$ cat src/ipv4tpc_pkg.sv
// ----------------------------------------------------------------------------
// ipv4tpc_pkg
// Shared types and constants of the IPv4 transport packet counter.
// ----------------------------------------------------------------------------
package ipv4tpc_pkg;

    localparam int COUNTER_BITS = 32;
    localparam int SUM_BITS     = ((COUNTER_BITS > 16) ? COUNTER_BITS : 16) + 1;
    localparam logic [COUNTER_BITS-1:0] CNT_MAX = '1;

    localparam logic [1:0] LINK_ETH = 2'd0;
    localparam logic [1:0] LINK_SLL = 2'd1;

    localparam logic [4:0] ETH_HDR_LEN  = 5'd14;
    localparam logic [4:0] SLL_HDR_LEN  = 5'd16;
    localparam logic [4:0] NO_HDR_LEN   = 5'd0;
    localparam logic [4:0] IPV4_MIN_LEN = 5'd20;
    localparam logic [4:0] TCP_MIN_LEN  = 5'd20;
    localparam logic [4:0] UDP_MIN_LEN  = 5'd8;
    localparam logic [3:0] IP_VERSION4  = 4'd4;
    localparam logic [3:0] IHL_MIN      = 4'd5;
    localparam logic [7:0] PROTO_TCP    = 8'd6;
    localparam logic [7:0] PROTO_UDP    = 8'd17;

    localparam logic [15:0] REL_VER_LEN = 16'd0;
    localparam logic [15:0] REL_LEN_HI  = 16'd2;
    localparam logic [15:0] REL_LEN_LO  = 16'd3;
    localparam logic [15:0] REL_PROTO   = 16'd9;
    localparam logic [15:0] POS_MAX     = 16'hFFFF;

    localparam logic OP_BYTE  = 1'b0;
    localparam logic OP_CLEAR = 1'b1;

    localparam logic [2:0] VERDICT_BAD_LINK  = 3'd0;
    localparam logic [2:0] VERDICT_SHORT     = 3'd1;
    localparam logic [2:0] VERDICT_NOT_IPV4  = 3'd2;
    localparam logic [2:0] VERDICT_TRUNCATED = 3'd3;
    localparam logic [2:0] VERDICT_TCP       = 3'd4;
    localparam logic [2:0] VERDICT_UDP       = 3'd5;
    localparam logic [2:0] VERDICT_OTHER     = 3'd6;

    typedef struct packed {
        logic        operation;
        logic [7:0]  data_byte;
        logic        last_byte;
        logic [15:0] wire_length;
    } item_t;

    typedef struct packed {
        logic  valid;
        item_t item;
    } stage_t;

endpackage

$ cat src/ipv4tpc_in_reg.sv
// ----------------------------------------------------------------------------
// ipv4tpc_in_reg
// Input register: holds one accepted item until the core consumes it.
// ----------------------------------------------------------------------------
module ipv4tpc_in_reg (
    input  logic                aclk,
    input  logic                aresetn,
    input  logic                s_valid,
    output logic                s_ready,
    input  ipv4tpc_pkg::item_t  s_item,
    input  logic                consume,
    output ipv4tpc_pkg::stage_t stage
);
    import ipv4tpc_pkg::*;

    logic  valid_reg;
    item_t item_reg;

    assign s_ready     = !valid_reg || consume;
    assign stage.valid = valid_reg;
    assign stage.item  = item_reg;

    always_ff @(posedge aclk) begin
        if (!aresetn) begin
            valid_reg <= 1'b0;
        end else if (s_ready) begin
            valid_reg <= s_valid;
        end
    end

    always_ff @(posedge aclk) begin
        if (s_valid && s_ready) begin
            item_reg <= s_item;
        end
    end

endmodule

$ cat src/ipv4tpc_core.sv
// ----------------------------------------------------------------------------
// ipv4tpc_core
// Packet state, header capture, classification, counters and result register.
// ----------------------------------------------------------------------------
module ipv4tpc_core (
    input  logic                aclk,
    input  logic                aresetn,
    input  ipv4tpc_pkg::stage_t stage,
    output logic                consume,
    input  logic [1:0]          link_kind,
    output logic                m_valid,
    input  logic                m_ready,
    output logic [2:0]          m_verdict,
    output logic [31:0]         m_tcp_total,
    output logic [31:0]         m_udp_total,
    output logic [31:0]         m_bytes_total
);
    import ipv4tpc_pkg::*;

    logic [15:0]             pos_reg, pos_next;
    logic [7:0]              vl_reg, vl_next;
    logic [15:0]             tlen_reg, tlen_next;
    logic [7:0]              proto_reg, proto_next;
    logic [COUNTER_BITS-1:0] tcp_reg, tcp_next;
    logic [COUNTER_BITS-1:0] udp_reg, udp_next;
    logic [COUNTER_BITS-1:0] acc_reg, acc_next;
    logic                    out_valid_reg;
    logic [2:0]              verdict_reg, verdict_next;
    logic [31:0]             tcp_out_reg, udp_out_reg, bytes_out_reg;

    logic [4:0]          off;
    logic [15:0]         rel;
    logic [16:0]         caplen;
    logic [7:0]          vl_cur;
    logic [15:0]         tlen_cur;
    logic [7:0]          proto_cur;
    logic [SUM_BITS-1:0] sum;
    logic                is_byte;
    logic                produce;

    assign is_byte = stage.valid && (stage.item.operation == OP_BYTE);
    assign produce = is_byte && stage.item.last_byte;
    assign consume = stage.valid && (!produce || !out_valid_reg || m_ready);

    always_comb begin
        case (link_kind)
            LINK_ETH: off = ETH_HDR_LEN;
            LINK_SLL: off = SLL_HDR_LEN;
            default:  off = NO_HDR_LEN;
        endcase
    end

    assign rel    = pos_reg - 16'(off);
    assign caplen = 17'(pos_reg) + 17'd1;
    assign sum    = SUM_BITS'(acc_reg) + SUM_BITS'(stage.item.wire_length);

    always_comb begin
        vl_cur    = vl_reg;
        tlen_cur  = tlen_reg;
        proto_cur = proto_reg;
        if ((off != NO_HDR_LEN) && (pos_reg >= 16'(off))) begin
            case (rel)
                REL_VER_LEN: vl_cur = stage.item.data_byte;
                REL_LEN_HI:  tlen_cur = {stage.item.data_byte, tlen_reg[7:0]};
                REL_LEN_LO:  tlen_cur = {tlen_reg[15:8], stage.item.data_byte};
                REL_PROTO:   proto_cur = stage.item.data_byte;
                default: ;
            endcase
        end
    end

    always_comb begin
        pos_next     = pos_reg;
        vl_next      = vl_reg;
        tlen_next    = tlen_reg;
        proto_next   = proto_reg;
        tcp_next     = tcp_reg;
        udp_next     = udp_reg;
        acc_next     = acc_reg;
        verdict_next = VERDICT_OTHER;
        if (consume && (stage.item.operation == OP_CLEAR)) begin
            acc_next = '0;
        end else if (consume) begin
            vl_next    = vl_cur;
            tlen_next  = tlen_cur;
            proto_next = proto_cur;
            if (pos_reg != POS_MAX) begin
                pos_next = pos_reg + 16'd1;
            end
            if (stage.item.last_byte) begin
                if (sum > SUM_BITS'(CNT_MAX)) begin
                    acc_next = CNT_MAX;
                end else begin
                    acc_next = COUNTER_BITS'(sum);
                end
                if (off == NO_HDR_LEN) begin
                    verdict_next = VERDICT_BAD_LINK;
                end else if (caplen < 17'(off) + 17'(IPV4_MIN_LEN)) begin
                    verdict_next = VERDICT_SHORT;
                end else if ((vl_cur[7:4] != IP_VERSION4) || (vl_cur[3:0] < IHL_MIN)) begin
                    verdict_next = VERDICT_NOT_IPV4;
                end else if (caplen < 17'(off) + 17'(tlen_cur)) begin
                    verdict_next = VERDICT_TRUNCATED;
                end else if ((proto_cur == PROTO_TCP) && (tlen_cur >= 16'(TCP_MIN_LEN))) begin
                    tcp_next     = tcp_reg + 1'b1;
                    verdict_next = VERDICT_TCP;
                end else if ((proto_cur == PROTO_UDP) && (tlen_cur >= 16'(UDP_MIN_LEN))) begin
                    udp_next     = udp_reg + 1'b1;
                    verdict_next = VERDICT_UDP;
                end else begin
                    verdict_next = VERDICT_OTHER;
                end
                pos_next   = '0;
                vl_next    = '0;
                tlen_next  = '0;
                proto_next = '0;
            end
        end
    end

    always_ff @(posedge aclk) begin
        if (!aresetn) begin
            pos_reg       <= '0;
            vl_reg        <= '0;
            tlen_reg      <= '0;
            proto_reg     <= '0;
            tcp_reg       <= '0;
            udp_reg       <= '0;
            acc_reg       <= '0;
            out_valid_reg <= 1'b0;
        end else begin
            pos_reg   <= pos_next;
            vl_reg    <= vl_next;
            tlen_reg  <= tlen_next;
            proto_reg <= proto_next;
            tcp_reg   <= tcp_next;
            udp_reg   <= udp_next;
            acc_reg   <= acc_next;
            if (consume && produce) begin
                out_valid_reg <= 1'b1;
            end else if (m_ready) begin
                out_valid_reg <= 1'b0;
            end
        end
    end

    always_ff @(posedge aclk) begin
        if (consume && produce) begin
            verdict_reg   <= verdict_next;
            tcp_out_reg   <= 32'(tcp_next);
            udp_out_reg   <= 32'(udp_next);
            bytes_out_reg <= 32'(acc_next);
        end
    end

    assign m_valid       = out_valid_reg;
    assign m_verdict     = verdict_reg;
    assign m_tcp_total   = tcp_out_reg;
    assign m_udp_total   = udp_out_reg;
    assign m_bytes_total = bytes_out_reg;

endmodule

$ cat src/ipv4_transport_packet_counter.sv
// ----------------------------------------------------------------------------
// ipv4_transport_packet_counter
// Counts TCP and UDP packets in a byte stream of captured IPv4 packets.
// ----------------------------------------------------------------------------
// One byte item is taken every cycle unless a last byte finds the result
// still untaken. Each item passes an input register and the packet state
// update; the result for a packet's last byte is written to the result
// register when the core consumes that byte and is held until taken. Only a
// last byte yields a result; a clear item zeroes the byte total, no result.
module ipv4_transport_packet_counter (
    input  logic        aclk,
    input  logic        aresetn,
    input  logic        cfg_valid,
    output logic        cfg_ready,
    input  logic [1:0]  cfg_data,
    input  logic        s_valid,
    output logic        s_ready,
    input  logic        s_operation,
    input  logic [7:0]  s_data_byte,
    input  logic        s_last_byte,
    input  logic [15:0] s_wire_length,
    output logic        m_valid,
    input  logic        m_ready,
    output logic [2:0]  m_verdict,
    output logic [31:0] m_tcp_total,
    output logic [31:0] m_udp_total,
    output logic [31:0] m_bytes_total
);
    import ipv4tpc_pkg::*;

    logic [1:0] link_kind_reg;
    item_t      s_item;
    stage_t     stage;
    logic       consume;

    assign cfg_ready = 1'b1;

    always_ff @(posedge aclk) begin
        if (!aresetn) begin
            link_kind_reg <= LINK_ETH;
        end else if (cfg_valid) begin
            link_kind_reg <= cfg_data;
        end
    end

    assign s_item.operation   = s_operation;
    assign s_item.data_byte   = s_data_byte;
    assign s_item.last_byte   = s_last_byte;
    assign s_item.wire_length = s_wire_length;

    ipv4tpc_in_reg u_in_reg (
        .aclk    (aclk),
        .aresetn (aresetn),
        .s_valid (s_valid),
        .s_ready (s_ready),
        .s_item  (s_item),
        .consume (consume),
        .stage   (stage)
    );

    ipv4tpc_core u_core (
        .aclk          (aclk),
        .aresetn       (aresetn),
        .stage         (stage),
        .consume       (consume),
        .link_kind     (link_kind_reg),
        .m_valid       (m_valid),
        .m_ready       (m_ready),
        .m_verdict     (m_verdict),
        .m_tcp_total   (m_tcp_total),
        .m_udp_total   (m_udp_total),
        .m_bytes_total (m_bytes_total)
    );

endmodule
$ cat config.mk
export PLATFORM = sky130hd
export DESIGN_NAME = ipv4_transport_packet_counter
export DESIGN_NICKNAME = d
export VERILOG_FILES = /design/src/ipv4tpc_pkg.sv /design/src/ipv4tpc_in_reg.sv /design/src/ipv4tpc_core.sv /design/src/ipv4_transport_packet_counter.sv
export SDC_FILE = /design/constraint.sdc
export NUM_CORES = 1
export LEC_CHECK = 0
export ABC_AREA = 1
export BUFFER_PORTS_ARGS = -buffer_cell sky130_fd_sc_hd__buf_4
export CORE_AREA = 2 2 193 195
export DETAILED_ROUTE_END_ITERATION = 6
export DIE_AREA = 0 0 195 197
export PLACE_DENSITY = 0.66
export SYNTH_ARGS = -nofsm -noshare
export SYNTH_HDL_FRONTEND = slang
export SYNTH_SLANG_ARGS = --single-unit
$ cat constraint.sdc
create_clock -name aclk -period 16.8 [get_ports aclk]
set_clock_uncertainty 0.15 [all_clocks]
set_input_delay 2.52 -clock aclk [delete_from_list [all_inputs] [get_ports aclk]]
set_output_delay 2.52 -clock aclk [all_outputs]
set_load 0.01 [all_outputs]
==> Word-level counts from Yosys, hierarchy flattened <==
Cells that the tools add are included.
{ "classes": {"addsub": 8, "order_cmp": 7, "n_eq_ne": 8, "mux": 41, "n_bitwise": 4, "reduce_logical": 26} }
{ "op_table": {"columns": ["operator", "n"], "rows": [
  ["$mux 32", 21],
  ["$add 32x1->32 const B", 2],
  ["$mux 16", 4],
  ["$mux 8", 6],
  ["$lt 17x17->1", 2],
  ["$add 32x16->33", 1],
  ["$gt 33x32->1 const B", 1],
  ["$eq 16x2->1 const B", 2],
  ["$pmux 16 s2", 1],
  ["$add 16x1->17 const B", 1],
  ["$add 5x16->17", 1],
  ["$add 16x1->16 const B", 1],
  ["$eq 16x4->1 const B", 1],
  ["$ge 16x4->1 const B", 1],
  ["$ge 16x5->1", 1],
  ["$ge 16x5->1 const B", 1],
  ["$logic_not 16->1", 1],
  ["$ne 16x16->1 const B", 1],
  ["$sub 16x5->16", 1],
  ["$mux 3", 5],
  ["$pmux 5 s2", 1],
  ["$logic_and 1x1->1", 9],
  ["$eq 8x3->1 const B", 1],
  ["$eq 8x5->1 const B", 1],
  ["other kinds (17)", 27]
]} }
{ "totals": {"regBits": 273, "input_bits": 33, "out_inout_bits": 102, "word_cells": 113} }

==> Longest topological paths before layout <==
{ "logic_depth": {"depth_word": 17, "depth_mapped": 45, "mapped_depth_nobuf": 45} }

==> By module <==
A second synthesis with hierarchy kept.
{ "hier_totals": {"cells_unflattened": 1854, "hier_area_um2": 14492.6} }
{ "by_module_without_submodules": {"columns": ["module", "n_inst", "cells_each", "area_per_inst_um2", "seq_area_each_um2"], "rows": [
  ["ipv4tpc_core", 1, 1806, 13564.3, 5875.6],
  ["ipv4tpc_in_reg", 1, 34, 839.6, 800.8],
  ["ipv4_transport_packet_counter", 1, 14, 88.8, 40.0]
]} }

==> Worst setup path before layout <==
Ideal clock, no wire load.
{ "synth_timing": {"path_kind": "in2reg", "startpoint": "input port m_ready", "endpoint": "register u_core.udp_out_reg[10] (netlist: u_core.m_udp_total[10]) (data pin)", "setup_time_ns": 0.254, "t_arrival_ns": 9.250, "required_time_ns": 16.396, "path_slack_ns": 7.146, "path_stages": 14, "path_buffers": 1, "cell_sequence": "nor2_1 -> nand2_1 -> inv_1 -> nor2_1 -> inv_1 -> nor2_1 -> inv_1 -> nor2_1 -> nand2_1 -> inv_2 -> clkbuf_1 -> nand3_1 -> nand2_1 -> nand2_1"} }
{ "synth_via": {"elab_chain_cells": 4, "elab_cells_between_ends": 5, "cone_classes": "mux (2); reduce/logical (3)"} }
{ "synth_rtl": {"columns": ["item", "line_no", "text"], "rows": [
  ["start, declared", "ipv4_transport_packet_counter.sv:23", "input logic m_ready,"],
  ["$logic_or 1x1->1 *", "ipv4tpc_core.sv:43", "assign consume = stage.valid && (!produce || !out_valid_reg || m_ready);"],
  ["$logic_and 1x1->1 *", "ipv4tpc_core.sv:43", null],
  ["$mux 32 / $logic_and 1x1->1 (equally long branches)", "ipv4tpc_core.sv:83, ipv4tpc_core.sv:81", null],
  ["$mux 32 *", "ipv4tpc_core.sv:81", "if (consume && (stage.item.operation == OP_CLEAR)) begin"],
  ["via u_core.udp_next[10]", "ipv4tpc_core.sv:25", "logic [COUNTER_BITS-1:0] udp_reg, udp_next;"],
  ["end signal, assigned", "ipv4tpc_core.sv:151", "udp_out_reg <= 32'(udp_next);"],
  ["end, declared", "ipv4tpc_core.sv:29", "logic [31:0] tcp_out_reg, udp_out_reg, bytes_out_reg;"]
]} }
The timed path passes the listed nets; every way through them passes the cells marked *.
A chain may end at the register's enable or synchronous reset.

==> Final worst setup path <==
{ "layout_timing": {"startpoint": "register link_kind_reg[1]", "endpoint": "register u_core.tcp_out_reg[1] (netlist: u_core.m_tcp_total[1]) (data pin)"} }
{ "layout_via": {"elab_chain_cells": 16, "elab_cells_between_ends": 36, "cone_classes": "add/sub (3); order compare (5); eq/ne (6); mux (15); reduce/logical (7)"} }
{ "layout_rtl": {"columns": ["item", "line_no", "text"], "rows": [
  ["start, declared", "ipv4_transport_packet_counter.sv:31", "logic [1:0] link_kind_reg;"],
  ["start signal, assigned", "ipv4_transport_packet_counter.sv:42", "link_kind_reg <= cfg_data;"],
  ["$eq 2x1->1 / $logic_not 2->1 (equally long branches)", "ipv4tpc_core.sv:46", "case (link_kind)"],
  ["$pmux 5 s2 *", "ipv4tpc_core.sv:46", null],
  ["branches (longest 10 deep; another with $add 5x16->17)", null, null],
  ["$mux 32 *", "ipv4tpc_core.sv:96", "if (off == NO_HDR_LEN) begin"],
  ["$mux 32 *", "ipv4tpc_core.sv:90", "if (stage.item.last_byte) begin"],
  ["$mux 32 *", "ipv4tpc_core.sv:83", "end else if (consume) begin"],
  ["$mux 32 *", "ipv4tpc_core.sv:81", null],
  ["via u_core.tcp_next[1]", "ipv4tpc_core.sv:24", "logic [COUNTER_BITS-1:0] tcp_reg, tcp_next;"],
  ["end signal, assigned", "ipv4tpc_core.sv:150", "tcp_out_reg <= 32'(tcp_next);"],
  ["end, declared", "ipv4tpc_core.sv:29", null]
]} }
Mark *: on every way through the listed nets, which the timed path passes.

==> flow_summary.toml <==
[power]
power_mw = 1.50
power.density_nw_per_um2 = 88.8
p_leak_nw = 7.40
vdd_drop_max_mv = 0.0998

[worst_hold_path]
holdPathEnd = "u_core.vl_reg[5]"
worstHoldPathCells = 2
hold_path.class = "flop to flop"
min_from = "u_core.vl_reg[5]"

[floorplanning]
core-area_um2 = 36300
start_util = 0.397
die_height_um = 197
die-area_um2 = 38400
fp.dieW_um = 195
io_pins = 135
std_cell_rows = 70

[place]
globalplace.congestion = 0.873
post-place-ws_ns = 9.53
placed_area_um2 = 15800
dp_hpwl_mm = 26.4
place_inst = 2409
io_buffer_count = 133

[clock_tree]
cts.sinks = 273
cts_root_buffer = "clkbuf_16"
htreeDepth = 1
clk_path_buf_depth = 3
cts.hold.buffers_added = 0
cts_setup_buffers = 0
cts_buffers = 30
cts_tree = "yes"
cts.repair.resized = 0
clk_pin_slew_ns = 0.07
clk_latency_ns = 0.56

[synth]
synth-edff-count = 125
ys_async_sr_fraction = 0
syn-num-nets = 1925
synth_top_family_by_area = "simple AND/OR/NAND/NOR gates"
synthCells = 1844
yosys.area_share.simple = 0.286
syn_area_per_cell_um2 = 7.80
synth_seq_cells = 273
seq_area_frac_synth = 0.467
synthMuxAreaShare = 0
synth_xor_area_frac = 0.0347
synth_cell_types = 52
syn_area_um2 = 14400
yosys_warnings = 0
synth_compound_area_frac = 0.0873
synth_fa_ha_area_frac = 0.0433
synth_flop_cell = "dfxtp_1"

[detailed_routing]
vias = 12312
first_iter_violations = 782
wirelength_mm = 36.2
drtAntennaViolNets = 0
drt_pass1_iterations = 5
wl_per_cell_um = 14.7
drt-vias-per-instance = 4.99
drc = 0

[timing]
whs_ns = 0.314
rsz0062_at_grt = "false"
fin_crit_ns = 7.32
worst_slew_pin_slew_ns = 1.16
drv_slew = 0
clock.fmax_mhz = 137
hold_viol = 0
fin_ws_ns = 9.48
maxSlewHeadroom = 0.223
min_period_over_period = 0.436
setup_viol = 0
tns_ns = 0

[finish]
nFillCells = 3510
instances_no_fill = 2465
fin_util = 0.466
fin_area_um2 = 16900
drive_gt1_frac = 0.120
antenna_cells = 0
areaGrowthSynthToFinish_pct = 17.5
nets = 2054

[critical_path]
cp-start-kind = "flop"
crit_required_ns = 16.97
arrival_ns = 7.49
crit_fanout = 18
path_buf_inv = 4
crit_top_cell = "nand2_1"
reg2reg_from = "link_kind_reg[1]"
r2r-end = "u_core.m_tcp_total[1]"
r2r_slack_ns = 9.48
critical_path_class = "flop to flop"
ff2ff_path_depth = 38
endpoint_kind = "flop"
cp_top_family = "simple AND/OR/NAND/NOR gates"
critPathMaxStageDelay_ns = 0.66
cp_slowest_cell = "dfxtp_1"

[global_routing]
track_usage = 0.188
antenna_found_initial = 0
grt_pass1_vias = 11893
grt_pass1_wl_mm = 59.3
overflow = 0
grt_max_degree = 99

[status]
status = "complete, no violations"

[run]
cap_viol_max_count = 0
==> layout make-up <==
cell class,count,area (um^2),share of cell area
Timing Repair Buffer,142,1070,0.0630
Sequential cell,273,6720,0.397
Multi-Input combinational cell,1271,6510,0.385
Clock inverter,14,184,0.0109
Inverter,255,960,0.0568
Clock buffer,42,888,0.0525
Tap cell,468,586,0.0346
==> where the power goes <==
part / internal [mW] / switching [mW] / total, mW
sequential: 0.706 / 0.00762 / 0.714
clock: 0.430 / 0.273 / 0.702
combinational: 0.0303 / 0.0548 / 0.0851
total: 1.17 / 0.335 / 1.50
==> worst reg2reg max path: cells and delay by family, from the launching register on <==
family | cells | cell delay [ns]
simple gates | 26 | 4.00
fa+ha+maj | 3 | 1.00
compound gates | 5 | 0.82
flops | 1 | 0.66
buf+inv | 4 | 0.45
==> routing by layer <==
| layer | share of wire | vias to the layer above | routed length (um) | GRT usage |
|---|---|---|---|---|
| li1 | - | 6290 | - | - |
| met1 | 0.45 | 5644 | 16300 | 0.246 |
| met2 | 0.47 | 316 | 17000 | 0.323 |
| met3 | 0.055 | 62 | 2000 | 0.0306 |
| met4 | 0.025 | 0 | 901 | 0.0500 |
| met5 | 0 | - | 0 | 0 |
==> cell usage after synthesis, drive strengths merged, types with 3 or more instances <==
cell / n / share of area
clkbuf: 30 / 0.0078
ha: 45 / 0.039
nand4: 48 / 0.021
or2: 3 / 0.0013
nor3: 49 / 0.019
inv: 253 / 0.066
and2: 12 / 0.0052
o22ai: 6 / 0.0026
buf: 15 / 0.0070
a21oi: 142 / 0.050
nor2: 188 / 0.057
edfxtp: 125 / 0.26
nand3: 120 / 0.045
a21boi: 3 / 0.0016
nand2: 492 / 0.13
o21bai: 4 / 0.0021
o21a: 5 / 0.0026
nand3b: 6 / 0.0031
nor4: 12 / 0.0052
xnor2: 16 / 0.0097
dfxtp: 148 / 0.21
o21ai: 59 / 0.021
xor2: 41 / 0.025
fa: 3 / 0.0042
==> layout by cell type, fill, tap and decap left out, types with 6 or more instances in the layout <==
cell       instances
clkbuf_16         32
ha_1              45
and2_1            12
nor4_1            12
a21oi_1          140
nor2_4             8
inv_1            247
nor2_1           168
nand4_1           48
xnor2_1           16
o21ai_1            6
nor2_2            10
edfxtp_1         125
buf_4            142
o22ai_1            6
nand3b_1           6
o21ai_0           53
nand2_2            7
dfxtp_1          148
nand3_1          114
xor2_1            41
nor3_1            46
nand2_1          485
==> cells by family (layout without fill, tap and decap cells) <==
logic type | count (synthesis) | count (layout)
flip-flops | 273 | 273
adder cells (fa/ha/maj) | 48 | 48
buffers and inverters | 300 | 453
AND/OR/NAND/NOR | 932 | 932
other | 1 | 1
XOR/XNOR | 57 | 57
AO/OA/AOI/OAI | 233 | 233
==> worst max path at each step <==
stage                                start  depth (start not counted)                     end
after CTS                 link_kind_reg[1]                         39   u_core.m_tcp_total[1]
after floorplan                    m_ready                         14  u_core.m_udp_total[10]
after global placement    link_kind_reg[1]                         37   u_core.m_tcp_total[1]
final                     link_kind_reg[1]                         38   u_core.m_tcp_total[1]
after global routing      link_kind_reg[1]                         38   u_core.m_tcp_total[1]
after detailed placement  link_kind_reg[1]                         39   u_core.m_tcp_total[1]
Power figures use the tool's default switching activity.
